--- src/sv/abac_pkg.sv ---
package abac_pkg;

	localparam int unsigned ALIGN_BYTES = 64;
	localparam logic [32:0] ALIGN_MASK = 33'(ALIGN_BYTES - 1);

	localparam logic [31:0] CRC_POLY = 32'hEDB88320;
	localparam logic [31:0] CRC_INIT = 32'hFFFFFFFF;

	localparam logic [1:0] OP_ALLOC = 2'd0;
	localparam logic [1:0] OP_BEGIN = 2'd1;
	localparam logic [1:0] OP_BYTE  = 2'd2;
	localparam logic [1:0] OP_RESET = 2'd3;

	localparam logic [2:0] ST_OK        = 3'd0;
	localparam logic [2:0] ST_ZERO      = 3'd1;
	localparam logic [2:0] ST_DISABLED  = 3'd2;
	localparam logic [2:0] ST_EXHAUSTED = 3'd3;
	localparam logic [2:0] ST_BUSY      = 3'd4;
	localparam logic [2:0] ST_NOWRITE   = 3'd5;

	localparam logic [1:0] CFG_POOL_ENABLE = 2'd0;
	localparam logic [1:0] CFG_POOL_SIZE   = 2'd1;

	typedef struct packed {
		logic [1:0]  operation;
		logic [31:0] length;
		logic [7:0]  data_byte;
	} item_t;

	typedef struct packed {
		logic [2:0]  status;
		logic [31:0] offset;
		logic [31:0] region_length;
		logic [31:0] checksum;
		logic [31:0] used_bytes;
		logic [31:0] byte_address;
		logic [7:0]  byte_data;
		logic        byte_valid;
		logic        done_res;
	} res_t;

	// reflected crc-32, one byte
	function automatic logic [31:0] crc_byte(logic [31:0] crc, logic [7:0] b);
		logic [31:0] c;
		c = crc ^ {24'd0, b};
		for (int k = 0; k < 8; k++) begin
			c = c[0] ? ((c >> 1) ^ CRC_POLY) : (c >> 1);
		end
		return c;
	endfunction

endpackage

--- src/sv/abac_region_check.sv ---
module abac_region_check
	import abac_pkg::*;
(
	input  logic [31:0] cursor,
	input  logic [31:0] length,
	input  logic [31:0] pool_size,
	input  logic        pool_enable,
	output logic [2:0]  status,
	output logic [31:0] start
);

	logic [32:0] off;
	logic [32:0] room;
	logic [32:0] size_ext;

	always_comb begin
		size_ext = {1'b0, pool_size};
		off      = ({1'b0, cursor} + ALIGN_MASK) & ~ALIGN_MASK;
		room     = size_ext - off;
		start    = off[31:0];
		priority if (length == 32'd0) begin
			status = ST_ZERO;
		end else if (!pool_enable) begin
			status = ST_DISABLED;
		end else if (off > size_ext || {1'b0, length} > room) begin
			status = ST_EXHAUSTED;
		end else begin
			status = ST_OK;
		end
	end

endmodule

--- src/sv/abac_engine.sv ---
module abac_engine
	import abac_pkg::*;
(
	input  logic        clk,
	input  logic        arst_n,
	input  logic        cfg_we,
	input  logic [1:0]  cfg_index,
	input  logic [31:0] cfg_data,
	input  logic        step,
	input  item_t       item,
	output res_t        res
);

	logic        enable_q;
	logic [31:0] size_q;
	logic [31:0] cursor_q, cursor_n;
	logic        open_q, open_n;
	logic [31:0] woff_q, woff_n;
	logic [31:0] wlen_q, wlen_n;
	logic [31:0] left_q, left_n;
	logic [31:0] crc_q, crc_n;
	logic [31:0] addr_q, addr_n;
	logic [31:0] crc_new;
	logic [2:0]  chk_status;
	logic [31:0] chk_start;

	abac_region_check u_check (
		.cursor      (cursor_q),
		.length      (item.length),
		.pool_size   (size_q),
		.pool_enable (enable_q),
		.status      (chk_status),
		.start       (chk_start)
	);

	always_comb begin
		crc_new  = crc_byte(crc_q, item.data_byte);
		cursor_n = cursor_q;
		open_n   = open_q;
		woff_n   = woff_q;
		wlen_n   = wlen_q;
		left_n   = left_q;
		crc_n    = crc_q;
		addr_n   = addr_q;
		res      = '0;
		res.status = ST_OK;
		if (item.operation == OP_BYTE) begin
			if (!open_q) begin
				res.status = ST_NOWRITE;
			end else begin
				res.byte_address  = addr_q;
				res.byte_data     = item.data_byte;
				res.byte_valid    = 1'b1;
				res.offset        = woff_q;
				res.region_length = wlen_q;
				crc_n  = crc_new;
				left_n = left_q - 32'd1;
				addr_n = addr_q + 32'd1;
				if (left_q == 32'd1) begin
					res.checksum = crc_new ^ CRC_INIT;
					res.done_res = 1'b1;
					cursor_n     = woff_q + wlen_q;
					open_n       = 1'b0;
					crc_n        = CRC_INIT;
				end
			end
		end else if (open_q) begin
			res.status = ST_BUSY;
		end else if (item.operation == OP_RESET) begin
			cursor_n = '0;
		end else begin
			res.status = chk_status;
			if (chk_status == ST_OK) begin
				res.offset        = chk_start;
				res.region_length = item.length;
				if (item.operation == OP_ALLOC) begin
					cursor_n     = chk_start + item.length;
					res.done_res = 1'b1;
				end else begin
					open_n = 1'b1;
					woff_n = chk_start;
					wlen_n = item.length;
					left_n = item.length;
					addr_n = chk_start;
					crc_n  = CRC_INIT;
				end
			end
		end
		res.used_bytes = cursor_n;
	end

	always_ff @(posedge clk or negedge arst_n) begin
		if (!arst_n) begin
			enable_q <= 1'b0;
			size_q   <= '0;
		end else if (cfg_we) begin
			unique case (cfg_index)
				CFG_POOL_ENABLE: enable_q <= cfg_data[0];
				CFG_POOL_SIZE:   size_q   <= cfg_data;
				default: begin
				end
			endcase
		end
	end

	always_ff @(posedge clk or negedge arst_n) begin
		if (!arst_n) begin
			cursor_q <= '0;
			open_q   <= 1'b0;
			woff_q   <= '0;
			wlen_q   <= '0;
			left_q   <= '0;
			crc_q    <= CRC_INIT;
			addr_q   <= '0;
		end else if (step) begin
			cursor_q <= cursor_n;
			open_q   <= open_n;
			woff_q   <= woff_n;
			wlen_q   <= wlen_n;
			left_q   <= left_n;
			crc_q    <= crc_n;
			addr_q   <= addr_n;
		end
	end

`ifndef SYNTHESIS
	a_open_has_bytes: assert property (@(posedge clk) disable iff (!arst_n)
		open_q |-> left_q != 32'd0)
		else $error("open write with no bytes left");

	a_closed_crc_init: assert property (@(posedge clk) disable iff (!arst_n)
		!open_q |-> crc_q == CRC_INIT)
		else $error("crc not reseeded while no write open");

	a_addr_track: assert property (@(posedge clk) disable iff (!arst_n)
		open_q |-> addr_q == woff_q + (wlen_q - left_q))
		else $error("byte address out of step with bytes left");

	a_last_closes: assert property (@(posedge clk) disable iff (!arst_n)
		(step && open_q && item.operation == OP_BYTE && left_q == 32'd1)
		|=> !open_q && cursor_q == $past(woff_q + wlen_q))
		else $error("last byte did not close the write");
`endif

endmodule

--- src/sv/aligned_bump_allocator_crc32.sv ---
// an item passes through the input register and engine to the output register
// one item per cycle if output not stalled; single engine pass and crc byte step
// the input register refills in the cycle its item moves to the output register
// reset: asynchronous, clears pool registers, cursor and open write, crc to all ones
module aligned_bump_allocator_crc32
	import abac_pkg::*;
(
	input  logic         clk,
	input  logic         arst_n,
	input  logic         s_axis_tvalid,
	output logic         s_axis_tready,
	input  logic [39:0]  s_axis_tdata,   // length, data_byte
	input  logic [1:0]   s_axis_tuser,   // operation
	output logic         m_axis_tvalid,
	input  logic         m_axis_tready,
	output logic [167:0] m_axis_tdata,   // offset, region_length, checksum, used_bytes,
	                                     // byte_address, byte_data
	output logic [4:0]   m_axis_tuser,   // status, byte_valid, done_res
	input  logic         cfg_valid,
	output logic         cfg_ready,
	input  logic [1:0]   cfg_index,
	input  logic [31:0]  cfg_data
);

	logic  valid_s1;
	item_t item_s1;
	logic  adv;
	logic  out_valid_q;
	res_t  res_q;
	res_t  res_c;

	assign cfg_ready     = 1'b1;
	assign adv           = valid_s1 && (!out_valid_q || m_axis_tready);
	assign s_axis_tready = !valid_s1 || adv;

	always_ff @(posedge clk or negedge arst_n) begin
		if (!arst_n) begin
			valid_s1 <= 1'b0;
		end else if (s_axis_tready) begin
			valid_s1 <= s_axis_tvalid;
		end
	end

	always_ff @(posedge clk) begin
		if (s_axis_tvalid && s_axis_tready) begin
			item_s1.operation <= s_axis_tuser;
			item_s1.length    <= s_axis_tdata[31:0];
			item_s1.data_byte <= s_axis_tdata[39:32];
		end
	end

	abac_engine u_engine (
		.clk       (clk),
		.arst_n    (arst_n),
		.cfg_we    (cfg_valid && cfg_ready),
		.cfg_index (cfg_index),
		.cfg_data  (cfg_data),
		.step      (adv),
		.item      (item_s1),
		.res       (res_c)
	);

	always_ff @(posedge clk or negedge arst_n) begin
		if (!arst_n) begin
			out_valid_q <= 1'b0;
		end else if (adv) begin
			out_valid_q <= 1'b1;
		end else if (m_axis_tready) begin
			out_valid_q <= 1'b0;
		end
	end

	always_ff @(posedge clk) begin
		if (adv) begin
			res_q <= res_c;
		end
	end

	assign m_axis_tvalid = out_valid_q;
	assign m_axis_tdata  = {res_q.byte_data, res_q.byte_address, res_q.used_bytes,
		res_q.checksum, res_q.region_length, res_q.offset};
	assign m_axis_tuser  = {res_q.done_res, res_q.byte_valid, res_q.status};

endmodule
--- config.mk ---
export PLATFORM = sky130hd
export DESIGN_NAME = aligned_bump_allocator_crc32
export DESIGN_NICKNAME = d
export VERILOG_FILES = /design/src/sv/abac_pkg.sv /design/src/sv/abac_region_check.sv /design/src/sv/abac_engine.sv /design/src/sv/aligned_bump_allocator_crc32.sv
export SDC_FILE = /design/constraint.sdc
export NUM_CORES = 1
export LEC_CHECK = 0
export BUFFER_PORTS_ARGS = -buffer_cell sky130_fd_sc_hd__buf_2
export CORE_UTILIZATION = 55
export CTS_BUF_LIST = sky130_fd_sc_hd__clkbuf_4 sky130_fd_sc_hd__clkbuf_8
export CTS_CLUSTER_DIAMETER = 200
export DETAILED_ROUTE_END_ITERATION = 10
export GPL_TIMING_DRIVEN = 1
export PLACE_DENSITY_LB_ADDON = 0.25
export SLEW_MARGIN = 15
export SYNTH_ARGS = -nofsm -noshare
export SYNTH_HDL_FRONTEND = slang
export SYNTH_SLANG_ARGS = --single-unit
--- constraint.sdc ---
create_clock -name clk -period 10.67 [get_ports clk]
set_input_delay 1.6005 -clock clk [delete_from_list [all_inputs] [get_ports clk]]
set_output_delay 1.6005 -clock clk [all_outputs]
set_load 0.005 [all_outputs]
==> flow_summary.yaml <==
outcome:
  status: "complete, no violations"
finish:
  fill_cells: 3639
  drive_gt1_frac: 0.205
  fin_util: 0.638
  n_antenna_cell: 0
  stdcell_area_um2: 28500
  area_delta_synth_final_pct: 13.3
  fin_cells: 3314
  final_nets: 2856
sta:
  hold_viol: 0
  fin_crit_ns: 9.07
  worst_slew_pin_slew_ns: 1.19
  period_share: 0.850
  holdWs_ns: 0.488
  rsz0062_at_grt: "no"
  skew_ns: 0.0363
  finalMaxSlewViolations: 0
  max_slew_margin: 0.203
  setup_tns_ns: 0
  clock.fmax_mhz: 110
  finalSetupViolCount: 0
  setup_ws_ns: 1.60
floorplanning:
  die_x_um: 216
  fp.coreArea_um2: 44700
  die_area_um2: 46600
  start_util: 0.563
  rows: 77
  io_pins: 257
  die_h_um: 216
critical_path:
  criticalPathCategory: "reg -> reg"
  arrival_ns: 9.63
  ff2ff_setup_slack_ns: 1.60
  crit_path_end_kind: "flip-flop"
  r2r_start: "u_engine.cursor_q[1]"
  r2r_cells: 29
  cp.required_ns: 11.23
  timing.rr.end: "u_engine.addr_q[24]"
  crit_path_max_incr_delay_ns: 0.99
  startpoint_type: "flip-flop"
  slowest_stage: "o31a_4"
  worstPathMaxFanout: 115
worst_hold_path:
  hp-start: "u_engine.crc_q[28]"
  hold_path_class: "reg -> reg"
  whs_endpoint: "u_engine.crc_q[28]"
  hold-path-cell-count: 2
drt:
  drt-initial-drc-count: 2213
  via_per_inst: 6.41
  drc: 0
  wl_per_cell_um: 23.5
  finalWirelength_mm: 77.8
  vias: 21300
  ant_nets: 0
  dr.pass1.iters: 6
clocking:
  path_clk_slew_ns: 0.06
  h-tree-depth: 3
  clk-insertion-delay-late_ns: 0.69
  cts.hold.buffers_added: 0
  cts.sinks: 431
  cts_buffers: 76
  cts.repair.resized: 0
  root_buffer: "clkbuf_8"
  cts_buffer_depth: 3
  postCtsSetupBuffers: 0
  cts_tree: "done"
synth:
  synth_edf_count: 209
  synthArstFlopShare: 0.515
  synth_cells: 2444
  synth-seq-area-share: 0.472
  syn-cell-area_um2: 25200
  ys_seq_elements: 431
  yosys.area.top_type: "edfxtp_1"
  synth.avg_cell_area_um2: 10.3
  synth_ff_type: "edfxtp_1"
  netlist-cell-type-count: 100
  synthTopCellsByArea: "edfxtp_1, dfrtp_1, ha_1"
  yosys.area.top_type_share: 0.249
  synth_warnings: 0
global_routing:
  overflow: 0
  antenna_found_initial: 2
  grt_max_degree: 116
  track_usage: 0.333
  grt_pass1_vias: 20100
  grt_pass1_wl_mm: 120
placement:
  place_hpwl_mm: 54.3
  port-buffer-count: 249
  place.gp.congestion: 1.01
  place_worst_setup_slack_ns: 1.80
  dpl_cell_area_um2: 26800
  placedCellCount: 3174
pwr:
  power_leakage_nw: 11.8
  powerDensity_nw_per_um2: 297
  p_total_mw: 8.46
  ir_drop_v: 0.000159
run:
  maxCapViolations: 0
[flip-flops by register name, indices dropped and copies added (netlist names)]
signal,cells
u_engine.wlen_q,32
m_axis_tvalid,1
u_engine.addr_q,32
u_engine.woff_q,26
valid_s1,1
u_engine.left_q,32
item_s1,42
u_engine.cursor_q,32
m_axis_tdata,162
u_engine.size_q,32
u_engine.crc_q,32
u_engine.enable_q,1
u_engine.open_q,1
m_axis_tuser,5
[cell type report]
type,instances,area [um^2],area share
multi-input combinational,1801,12400,0.436
sequential,431,11900,0.417
timing repair buffer,276,1460,0.0512
clock buffer,114,1430,0.0500
tap,592,741,0.0260
clock inverter,26,284,0.00997
inverter,74,283,0.00992
[synth_stat cells, types with 12 or more instances]
master / number
nand4_1: 24
mux2_2: 61
mux2i_1: 12
xnor2_1: 104
a21boi_0: 16
a22oi_1: 14
and2_1: 48
nor2_1: 182
o21ai_0: 172
xor2_1: 55
a211o_1: 34
ha_1: 112
or2_2: 13
o21a_1: 24
a41oi_1: 19
or3_1: 21
nand3_1: 87
o211ai_1: 23
a21oi_1: 92
a22o_1: 32
buf_4: 12
dfrtp_1: 190
nand2b_1: 42
clkbuf_1: 100
nor4_1: 33
a21o_1: 35
a41o_1: 17
a221o_1: 26
nand3b_1: 13
and3_1: 51
dfstp_2: 32
a31oi_1: 12
nand2_1: 173
nor3_1: 67
buf_2: 23
edfxtp_1: 209
inv_1: 73
[worst max-delay path, delay by kind of cell, from the launching register on]
kind	cells	cell delay (ns)
AOI/OAI and AO/OA	8	3.12
xor gates and xnor gates	2	0.59
adders and majority gates	3	0.99
buffers and inverters	2	0.43
DFF	1	0.45
and+or+nand+nor	14	3.28
[per-layer routing]
layer,vias up,global-route usage,part of all wire
met3,175,0.0589,0.085
met4,0,0.135,0.040
met2,1100,0.512,0.45
met1,10400,0.467,0.42
met5,-,0,0
li1,9541,-,-
[power breakdown]
part | internal [mW] | total, mW | switching [mW] | leakage, nW
Combinational | 1.58 | 3.98 | 2.40 | 6.31
Clock | 1.00 | 1.73 | 0.725 | 0.897
Sequential | 2.27 | 2.75 | 0.480 | 4.58
Total | 4.86 | 8.46 | 3.60 | 11.8
[logic make-up after synthesis]
family                     after synthesis  synth area share
AOI/OAI and AO/OA                      635             0.178
xor gates and xnor gates               163            0.0586
adders and majority gates              120            0.0602
buffers and inverters                  217            0.0368
DFF                                    431             0.472
muxes                                   79            0.0348
other                                    2          0.000299
and+or+nand+nor                        797             0.160
[worst max-delay path by stage]
stage / slack [ns] / from / to / cells after the start
floorplan: 3.07 / m_axis_tready / u_engine.open_q / 6
global placement: 2.13 / u_engine.cursor_q[1] / u_engine.addr_q[24] / 29
detailed placement: 1.80 / u_engine.cursor_q[1] / u_engine.addr_q[24] / 29
CTS: 1.76 / u_engine.cursor_q[1] / u_engine.crc_q[31] / 29
global route: 0.89 / u_engine.cursor_q[1] / u_engine.crc_q[31] / 29
finish: 1.60 / u_engine.cursor_q[1] / u_engine.addr_q[24] / 29
[cell usage in the layout (no fill, tap or decap), types with 65 or more instances in the layout]
master,count
nand2_1,172
edfxtp_1,209
a21oi_1,92
clkbuf_8,91
o21ai_0,172
nor2_1,181
ha_1,111
nor3_1,65
buf_2,248
inv_1,71
nand3_1,86
dfrtp_1,190
xnor2_1,104
Note: power is estimated with default switching activity, not from simulation.
